### config.mk
export PLATFORM = sky130hd
export DESIGN_NAME = shell_command_tokenizer
export DESIGN_NICKNAME = d
export VERILOG_FILES = /design/src/sv/scl_pkg.sv /design/src/sv/shell_command_tokenizer.sv /design/src/sv/scl_step.sv /design/src/sv/scl_resq.sv
export SDC_FILE = /design/constraint.sdc
export NUM_CORES = 1
export LEC_CHECK = 0
export BUFFER_PORTS_ARGS = -buffer_cell sky130_fd_sc_hd__buf_4
export CAP_MARGIN = 20
export CORE_MARGIN = 2
export CORE_UTILIZATION = 64
export CTS_BUF_LIST = sky130_fd_sc_hd__clkbuf_4 sky130_fd_sc_hd__clkbuf_8 sky130_fd_sc_hd__clkbuf_16
export DETAILED_ROUTE_END_ITERATION = 8
export PLACE_DENSITY = 0.86
export SLEW_MARGIN = 20
export SYNTH_ARGS = -nofsm -noshare
export SYNTH_HDL_FRONTEND = slang
export SYNTH_SLANG_ARGS = --single-unit
export TNS_END_PERCENT = 5
### constraint.sdc
create_clock -name clock -period 5.1 [get_ports clock]
set_clock_uncertainty 0.1 [all_clocks]
set_input_delay 0 -clock clock [delete_from_list [all_inputs] [get_ports clock]]
set_output_delay 0 -clock clock [all_outputs]
set_load 0.1 [all_outputs]
### src/sv/scl_pkg.sv
// shared constants and types of the shell command tokenizer
package scl_pkg;

   // token kinds on the result channel
   localparam logic [3:0] TK_CHAR    = 4'd0;
   localparam logic [3:0] TK_WEND    = 4'd1;
   localparam logic [3:0] TK_NEWLINE = 4'd2;
   localparam logic [3:0] TK_PIPE    = 4'd3;
   localparam logic [3:0] TK_RIN     = 4'd4;
   localparam logic [3:0] TK_ROUT    = 4'd5;
   localparam logic [3:0] TK_APPEND  = 4'd6;
   localparam logic [3:0] TK_EOF     = 4'd7;
   localparam logic [3:0] TK_QERR    = 4'd8;

   // input command codes
   localparam logic CMD_DATA = 1'b0;
   localparam logic CMD_END  = 1'b1;

   // lexer mode codes
   localparam logic [3:0] M_IDLE    = 4'd0;
   localparam logic [3:0] M_WORD    = 4'd1;
   localparam logic [3:0] M_WORD_BS = 4'd2;
   localparam logic [3:0] M_SQ      = 4'd3;
   localparam logic [3:0] M_DQ      = 4'd4;
   localparam logic [3:0] M_DQ_BS   = 4'd5;
   localparam logic [3:0] M_COMMENT = 4'd6;
   localparam logic [3:0] M_GT      = 4'd7;
   localparam logic [3:0] M_ERROR   = 4'd8;

   // characters with special meaning
   localparam logic [7:0] CH_NUL    = 8'h00;
   localparam logic [7:0] CH_TAB    = 8'h09;
   localparam logic [7:0] CH_NL     = 8'h0A;
   localparam logic [7:0] CH_VT     = 8'h0B;
   localparam logic [7:0] CH_FF     = 8'h0C;
   localparam logic [7:0] CH_CR     = 8'h0D;
   localparam logic [7:0] CH_SPACE  = 8'h20;
   localparam logic [7:0] CH_DQUOTE = 8'h22;
   localparam logic [7:0] CH_HASH   = 8'h23;
   localparam logic [7:0] CH_DOLLAR = 8'h24;
   localparam logic [7:0] CH_SQUOTE = 8'h27;
   localparam logic [7:0] CH_LT     = 8'h3C;
   localparam logic [7:0] CH_GT     = 8'h3E;
   localparam logic [7:0] CH_BSLASH = 8'h5C;
   localparam logic [7:0] CH_BTICK  = 8'h60;
   localparam logic [7:0] CH_PIPE   = 8'h7C;

   // most results one input beat can cause
   localparam int MAX_RES = 3;

   // results of one input beat, slot 0 first
   typedef struct packed {
      logic [1:0]               count;
      logic [MAX_RES-1:0][3:0]  kind;
      logic [MAX_RES-1:0][7:0]  chr;
   } lex_set_type;

endpackage

### src/sv/shell_command_tokenizer.sv
// Shell command tokenizer: byte stream in, token stream out.
// The first result of a beat shows on rsp the cycle after the beat is taken.
// One byte per cycle while each byte makes at most one result and rsp_tready is high;
// a byte that makes more (up to 3) holds req_tready low while the result register
// drains, one result per cycle while rsp_tready is high, down to its last result.
// Reset (synchronous, active high) sets the lexer idle and empties the result register.
module shell_command_tokenizer (
   input  logic         clock,
   input  logic         reset,
   input  logic         req_tvalid,
   output logic         req_tready,
   input  logic [7:0]   req_tdata,   // [7:0] data_byte
   input  logic         req_tuser,   // [0] command
   output logic         rsp_tvalid,
   input  logic         rsp_tready,
   output logic [15:0]  rsp_tdata,   // [3:0] token_kind, [11:4] word_char, [15:12] zero
   output logic         rsp_tlast    // last_of_run
);

   scl_pkg::lex_set_type  set;
   logic                  accept;
   logic [3:0]            out_kind;
   logic [7:0]            out_chr;

   assign accept = req_tvalid && req_tready;

   // token decode and mode state
   scl_step u_step (
      .clock     (clock),
      .reset     (reset),
      .accept    (accept),
      .command   (req_tuser),
      .data_byte (req_tdata),
      .set       (set)
   );

   // result register and serializer
   scl_resq u_resq (
      .clock     (clock),
      .reset     (reset),
      .load      (accept),
      .set       (set),
      .pop_ready (rsp_tready),
      .can_load  (req_tready),
      .out_valid (rsp_tvalid),
      .out_kind  (out_kind),
      .out_chr   (out_chr),
      .out_last  (rsp_tlast)
   );

   assign rsp_tdata = {4'b0000, out_chr, out_kind};

endmodule

### src/sv/scl_step.sv
// lexer mode register and the per-beat token decode
module scl_step (
   input  logic                     clock,
   input  logic                     reset,
   input  logic                     accept,
   input  logic                     command,
   input  logic [7:0]               data_byte,
   output scl_pkg::lex_set_type     set
);

   logic [3:0] mode_ff;
   logic [3:0] mode_in;

   // blank characters separate words
   function automatic logic is_blank(input logic [7:0] c);
      return c inside {scl_pkg::CH_SPACE, scl_pkg::CH_TAB, scl_pkg::CH_VT,
                       scl_pkg::CH_FF, scl_pkg::CH_CR};
   endfunction

   // decode of one beat
   always_comb begin
      logic [1:0]  n;
      logic        bnd;
      logic        brk;
      n       = 2'd0;
      bnd     = 1'b0;
      brk     = 1'b0;
      mode_in = mode_ff;
      set     = '0;
      if (command == scl_pkg::CMD_END) begin
         case (mode_ff)
            scl_pkg::M_WORD: begin
               set.kind[n] = scl_pkg::TK_WEND;
               n = n + 2'd1;
            end
            scl_pkg::M_WORD_BS: begin
               set.kind[n] = scl_pkg::TK_CHAR;
               set.chr[n]  = scl_pkg::CH_BSLASH;
               n = n + 2'd1;
               set.kind[n] = scl_pkg::TK_WEND;
               n = n + 2'd1;
            end
            scl_pkg::M_SQ, scl_pkg::M_DQ, scl_pkg::M_DQ_BS: begin
               set.kind[n] = scl_pkg::TK_QERR;
               n = n + 2'd1;
            end
            scl_pkg::M_GT: begin
               set.kind[n] = scl_pkg::TK_ROUT;
               n = n + 2'd1;
            end
            default: begin
            end
         endcase
         set.kind[n] = scl_pkg::TK_EOF;
         n = n + 2'd1;
         mode_in = scl_pkg::M_IDLE;
      end else begin
         brk = is_blank(data_byte) ||
               data_byte inside {scl_pkg::CH_NL, scl_pkg::CH_PIPE, scl_pkg::CH_LT,
                                 scl_pkg::CH_GT, scl_pkg::CH_HASH, scl_pkg::CH_NUL};
         case (mode_ff)
            scl_pkg::M_WORD: begin
               if (data_byte == scl_pkg::CH_SQUOTE) begin
                  mode_in = scl_pkg::M_SQ;
               end else if (data_byte == scl_pkg::CH_DQUOTE) begin
                  mode_in = scl_pkg::M_DQ;
               end else if (data_byte == scl_pkg::CH_BSLASH) begin
                  mode_in = scl_pkg::M_WORD_BS;
               end else if (brk) begin
                  set.kind[n] = scl_pkg::TK_WEND;
                  n = n + 2'd1;
                  bnd = 1'b1;
               end else begin
                  set.kind[n] = scl_pkg::TK_CHAR;
                  set.chr[n]  = data_byte;
                  n = n + 2'd1;
               end
            end
            scl_pkg::M_WORD_BS: begin
               set.kind[n] = scl_pkg::TK_CHAR;
               set.chr[n]  = data_byte;
               n = n + 2'd1;
               mode_in = scl_pkg::M_WORD;
            end
            scl_pkg::M_SQ: begin
               if (data_byte == scl_pkg::CH_SQUOTE) begin
                  mode_in = scl_pkg::M_WORD;
               end else begin
                  set.kind[n] = scl_pkg::TK_CHAR;
                  set.chr[n]  = data_byte;
                  n = n + 2'd1;
               end
            end
            scl_pkg::M_DQ: begin
               if (data_byte == scl_pkg::CH_DQUOTE) begin
                  mode_in = scl_pkg::M_WORD;
               end else if (data_byte == scl_pkg::CH_BSLASH) begin
                  mode_in = scl_pkg::M_DQ_BS;
               end else begin
                  set.kind[n] = scl_pkg::TK_CHAR;
                  set.chr[n]  = data_byte;
                  n = n + 2'd1;
               end
            end
            scl_pkg::M_DQ_BS: begin
               if (data_byte == scl_pkg::CH_NL) begin
                  set.kind[n] = scl_pkg::TK_QERR;
                  n = n + 2'd1;
                  mode_in = scl_pkg::M_ERROR;
               end else if (data_byte inside {scl_pkg::CH_DQUOTE, scl_pkg::CH_BSLASH,
                                              scl_pkg::CH_DOLLAR, scl_pkg::CH_BTICK}) begin
                  set.kind[n] = scl_pkg::TK_CHAR;
                  set.chr[n]  = data_byte;
                  n = n + 2'd1;
                  mode_in = scl_pkg::M_DQ;
               end else begin
                  set.kind[n] = scl_pkg::TK_CHAR;
                  set.chr[n]  = scl_pkg::CH_BSLASH;
                  n = n + 2'd1;
                  set.kind[n] = scl_pkg::TK_CHAR;
                  set.chr[n]  = data_byte;
                  n = n + 2'd1;
                  mode_in = scl_pkg::M_DQ;
               end
            end
            scl_pkg::M_COMMENT: begin
               if (data_byte == scl_pkg::CH_NL) begin
                  set.kind[n] = scl_pkg::TK_NEWLINE;
                  n = n + 2'd1;
                  mode_in = scl_pkg::M_IDLE;
               end
            end
            scl_pkg::M_GT: begin
               if (data_byte == scl_pkg::CH_GT) begin
                  set.kind[n] = scl_pkg::TK_APPEND;
                  n = n + 2'd1;
                  mode_in = scl_pkg::M_IDLE;
               end else begin
                  set.kind[n] = scl_pkg::TK_ROUT;
                  n = n + 2'd1;
                  bnd = 1'b1;
               end
            end
            scl_pkg::M_ERROR: begin
            end
            default: begin
               bnd = 1'b1;
            end
         endcase
         // byte at a token boundary
         if (bnd) begin
            mode_in = scl_pkg::M_IDLE;
            if (is_blank(data_byte) || data_byte == scl_pkg::CH_NUL) begin
            end else begin
               case (data_byte)
                  scl_pkg::CH_NL: begin
                     set.kind[n] = scl_pkg::TK_NEWLINE;
                     n = n + 2'd1;
                  end
                  scl_pkg::CH_HASH:   mode_in = scl_pkg::M_COMMENT;
                  scl_pkg::CH_PIPE: begin
                     set.kind[n] = scl_pkg::TK_PIPE;
                     n = n + 2'd1;
                  end
                  scl_pkg::CH_LT: begin
                     set.kind[n] = scl_pkg::TK_RIN;
                     n = n + 2'd1;
                  end
                  scl_pkg::CH_GT:     mode_in = scl_pkg::M_GT;
                  scl_pkg::CH_SQUOTE: mode_in = scl_pkg::M_SQ;
                  scl_pkg::CH_DQUOTE: mode_in = scl_pkg::M_DQ;
                  scl_pkg::CH_BSLASH: mode_in = scl_pkg::M_WORD_BS;
                  default: begin
                     set.kind[n] = scl_pkg::TK_CHAR;
                     set.chr[n]  = data_byte;
                     n = n + 2'd1;
                     mode_in = scl_pkg::M_WORD;
                  end
               endcase
            end
         end
      end
      set.count = n;
   end

   // mode register, advanced on every accepted beat
   always_ff @(posedge clock) begin
      if (reset) begin
         mode_ff <= scl_pkg::M_IDLE;
      end else if (accept) begin
         mode_ff <= mode_in;
      end
   end

endmodule

### src/sv/scl_resq.sv
// result register: holds the results of one beat and hands them out in order
module scl_resq (
   input  logic                  clock,
   input  logic                  reset,
   input  logic                  load,
   input  scl_pkg::lex_set_type  set,
   input  logic                  pop_ready,
   output logic                  can_load,
   output logic                  out_valid,
   output logic [3:0]            out_kind,
   output logic [7:0]            out_chr,
   output logic                  out_last
);

   logic [1:0]                               cnt_ff;
   logic [1:0]                               cnt_in;
   logic [scl_pkg::MAX_RES-1:0][3:0]         kind_ff;
   logic [scl_pkg::MAX_RES-1:0][3:0]         kind_in;
   logic [scl_pkg::MAX_RES-1:0][7:0]         chr_ff;
   logic [scl_pkg::MAX_RES-1:0][7:0]         chr_in;
   logic                                     pop;

   // head slot drives the output
   assign out_valid = (cnt_ff != 2'd0);
   assign out_kind  = kind_ff[0];
   assign out_chr   = chr_ff[0];
   assign out_last  = (cnt_ff == 2'd1);
   assign pop       = out_valid && pop_ready;
   assign can_load  = (cnt_ff == 2'd0) || (cnt_ff == 2'd1 && pop_ready);

   // reload on a new beat, else shift down on each taken result
   always_comb begin
      cnt_in  = cnt_ff;
      kind_in = kind_ff;
      chr_in  = chr_ff;
      if (load) begin
         cnt_in  = set.count;
         kind_in = set.kind;
         chr_in  = set.chr;
      end else if (pop) begin
         cnt_in  = cnt_ff - 2'd1;
         for (int i = 0; i < scl_pkg::MAX_RES - 1; i++) begin
            kind_in[i] = kind_ff[i+1];
            chr_in[i]  = chr_ff[i+1];
         end
      end
   end

   always_ff @(posedge clock) begin
      if (reset) begin
         cnt_ff <= 2'd0;
      end else begin
         cnt_ff <= cnt_in;
      end
   end

   // payload slots
   always_ff @(posedge clock) begin
      kind_ff <= kind_in;
      chr_ff  <= chr_in;
   end

endmodule

==> impl_metrics.ini <==
[place]
routabilityCongestion = 0.955
postPlaceCellArea_um2 = 3110
io_buffers = 27
hpwl_um = 5320
dp_cells = 370

[timing]
slew_headroom_pct = 29.2
layout_worst_path_cycle_share_pct = 72.6
drv_slew = 0
fin_crit_ns = 3.70
fmax_mhz = 270
setup_violations = 0
rsz0062_at_grt = no
final_hold_viol_count = 0
tns_ns = 0
tightestPinTransition_ns = 1.06

[synth]
synth-compound-area-share_pct = 24.0
synth_area_um2 = 3050
yosysWarningCount = 0
synth_top_area_share_pct = 33.5
synth.largest_area_cell = edfxtp_1
async_flop_share_pct = 0
synth_top_family_by_area = compound AO/OA/AOI/OAI gates
muxShareOfSynthArea_pct = 1.36
ys_top_cells_by_count = 34 x edfxtp_1, 28 x nand2_1, 17 x nor2_1
netlist_instances = 322
synthAdderAreaFrac_pct = 3.70
yosys.area_share.simple_pct = 23.2
netlist_top_cells_area = edfxtp_1 34%, dfxtp_1 3.9%, buf_4 3.9%, ha_1 3.7%, nand2_1 3.5%
synth_seq_cells = 40
synth_cell_types = 71
synth_edf_count = 34
synth_flop_cell = edfxtp_1
yosysMostFrequentCell = edfxtp_1
ys_seq_area_share_pct = 37.5
synth_area_per_cell_um2 = 9.46
synthXorXnorAreaFrac_pct = 0.863

[detailed_routing]
drt-total-wl_um = 7460
vias = 2630
vias_per_cell = 6.87
drtIter0Drc = 239
ant_nets = 0
route.detailed.drc = 0
wl_per_cell_um = 19.5
dr.pass1.iters = 6

[pwr]
switching_power_uw = 756
pwr-share-comb_pct = 50.9
p_per_area_nw_per_um2 = 485
pwr-share-clk_pct = 16.6
power.leakage_uw = 0.00124
ir_worst_vdd_mv = 0.302
p_seq_share_pct = 32.5
power.share.switching_pct = 47.8
p_int_uw = 827

[final_layout]
area_growth_pct = 7.27
seqCellArea_um2 = 1140
multi_input_area_um2 = 1630
drive_above_1_share_pct = 17.3
diodes = 0
final_cells = 383
fillers = 376
final_area_um2 = 3270
layout.nets = 350

[floorplan]
initial_core_util_pct = 65.3
ios = 32
design.core.area_um2 = 4660
die_area_um2 = 5330
chipHeight_um = 73.0
fp-row-count = 25
die_x_um = 73.0

[clock_tree]
numCtsBuffers = 5
clock_latency_ns = 0.30
cts_buffer_depth = 2
h-tree-depth = 2
clkSinkCount = 40
path_clk_slew_ns = 0.08
cts_resized = 0
cts_root_buf = clkbuf_8
cts_tree = yes

[worst_setup_path]
crit_buf_inv = 4
critical_path_class = in -> reg
reg2reg_slack_ns = 1.69
reg2reg_from = u_step.mode_ff[0]$_SDFFE_PP0P_
r2r_end = u_resq.out_chr[7]$_DFFE_PP_
cp-start-kind = input port
crit_arrival_ns = 3.77
rr_worst_depth = 11
crit_path_end_kind = flop
crit_family = compound AO/OA/AOI/OAI gates
cpPeakStageDelay_ns = 0.54
cp.required_ns = 5.16
cp_slowest_cell = dlygate4sd3_1
worst-path-max-fanout = 9
crit_path_cell_trace = dlygate4sd3_1 -> buf_4 -> or3_1 -> nor3_1 -> a2111oi_0 -> a211o_1 -> inv_1 -> ha_1 -> inv_1 -> a2111oi_0 -> o21ai_1 -> a22oi_1 -> o221a_2

[global_routing]
grt_pass1_wl_um = 11900
grt-ovfl-total = 0
track_usage_pct = 29.1
grt_pass1_vias = 2331
grt_max_degree = 29
antenna_found_initial = 0

[min_path]
hold_path_class = in -> reg
hp-start = req_tdata[5]
whs_path_depth = 2
hold_end = u_resq.chr_ff[21]$_SDFFCE_PP0P_

[run]
max_cap_violations = 0

[outcome]
outcome = completed
-- sequential cells by signal, indices dropped and copies added (netlist names) --
register and flops:
u_resq.cnt_ff 2, u_resq.kind_ff 6, u_resq.out_chr 8, u_resq.chr_ff 16
u_step.mode_ff 4, u_resq.out_kind 4
-- worst register-to-register path: cells and delay by family, from the launching register on --
family,cells,cell delay (ns)
simple gates,2,0.60
fa+ha+maj,1,0.25
flops,1,0.51
buf+inv,2,0.20
compound gates,6,1.49
-- cell usage in the layout, fill, tap and decap left out, types with 4 or more instances in the layout --
cell type | synthesis | routed
buf_4 | 16 | 28
or3_1 | 4 | 4
clkbuf_8 | 0 | 5
a31oi_1 | 4 | 4
nor2b_1 | 4 | 4
o32ai_1 | 5 | 5
o21ai_0 | 11 | 11
dfxtp_1 | 6 | 6
a21oi_1 | 12 | 12
conb_1 | 1 | 4
nor3_1 | 6 | 6
nand2_1 | 28 | 28
ha_1 | 9 | 9
and3_1 | 4 | 4
dlygate4sd3_1 | 0 | 5
o211ai_1 | 5 | 5
inv_1 | 15 | 15
nand2b_1 | 7 | 7
edfxtp_1 | 34 | 34
nand3_1 | 10 | 10
nor2_1 | 17 | 17
o21ai_1 | 7 | 7
a211oi_1 | 4 | 4
and2_1 | 11 | 11
a22o_1 | 10 | 10
-- layer usage --
metal	share of wire (%)	track usage, %	vias to the layer above
met2	45	43.0	160
met1	45	42.6	1235
li1	-	-	1217
met3	8.2	5.66	18
met4	2.2	9.47	0
met5	0	0	-
-- kinds of logic after synthesis --
kind of cell             count (synthesis)
AND/OR/NAND/NOR                        117
AO/OA/AOI/OAI                           96
buffers and inverters                   52
flip-flops                              40
adder cells (fa/ha/maj)                  9
multiplexers                             4
XOR/XNOR                                 3
other                                    1
-- power groups by stage --
stage | clock network (uW) | registers [uW] | logic [uW]
floorplan | 0 | 506 | 704
global placement | 0 | 520 | 785
detailed placement | 0 | 522 | 796
CTS | 265 | 514 | 801
global route | 274 | 523 | 845
finish | 263 | 514 | 806
-- cell type report --
cell class / instances / share of cell area, %
sequential: 40 / 34.9
tap: 54 / 2.07
clock buffer: 5 / 2.11
timing repair buffer: 33 / 7.97
clock inverter: 3 / 1.30
multi-input combinational: 233 / 49.9
inverter: 15 / 1.72
-- how the worst max path moves through the flow --
stage                                   startpoint                           end  slack (ns)  depth (start not counted)
floorplan            u_resq.cnt_ff[1]$_SDFFE_PP0P_  u_resq.out_kind[2]$_DFFE_PP_        1.41                          8
global placement    u_step.mode_ff[0]$_SDFFE_PP0P_   u_resq.out_chr[7]$_DFFE_PP_        1.80                         11
detailed placement                    req_tdata[0]   u_resq.out_chr[3]$_DFFE_PP_        1.70                         12
CTS                                   req_tdata[1]   u_resq.out_chr[3]$_DFFE_PP_        1.47                         13
global route                          req_tdata[1]   u_resq.out_chr[3]$_DFFE_PP_        1.17                         13
finish                                req_tdata[1]   u_resq.out_chr[3]$_DFFE_PP_        1.40                         13
-- timing repair --
item,CTS,global route
hold buffers,5,0
endpoints found under the hold margin,13,0
setup buffers,0,0
-- metrics by stage --
step	hold slack (ns)	power (uW)	worst slack, ns	utilization [%]
after CTS	0.0324	1580	1.47	70.1
after floorplan	-0.0272	1210	1.41	-
final	0.0345	1580	1.40	70.1
after detailed placement	0.136	1320	1.70	66.6
after global placement	0.131	1300	1.80	66.6
after global routing	0.0533	1640	1.17	70.1
No activity file was read; power rests on OpenSTA's default activity.
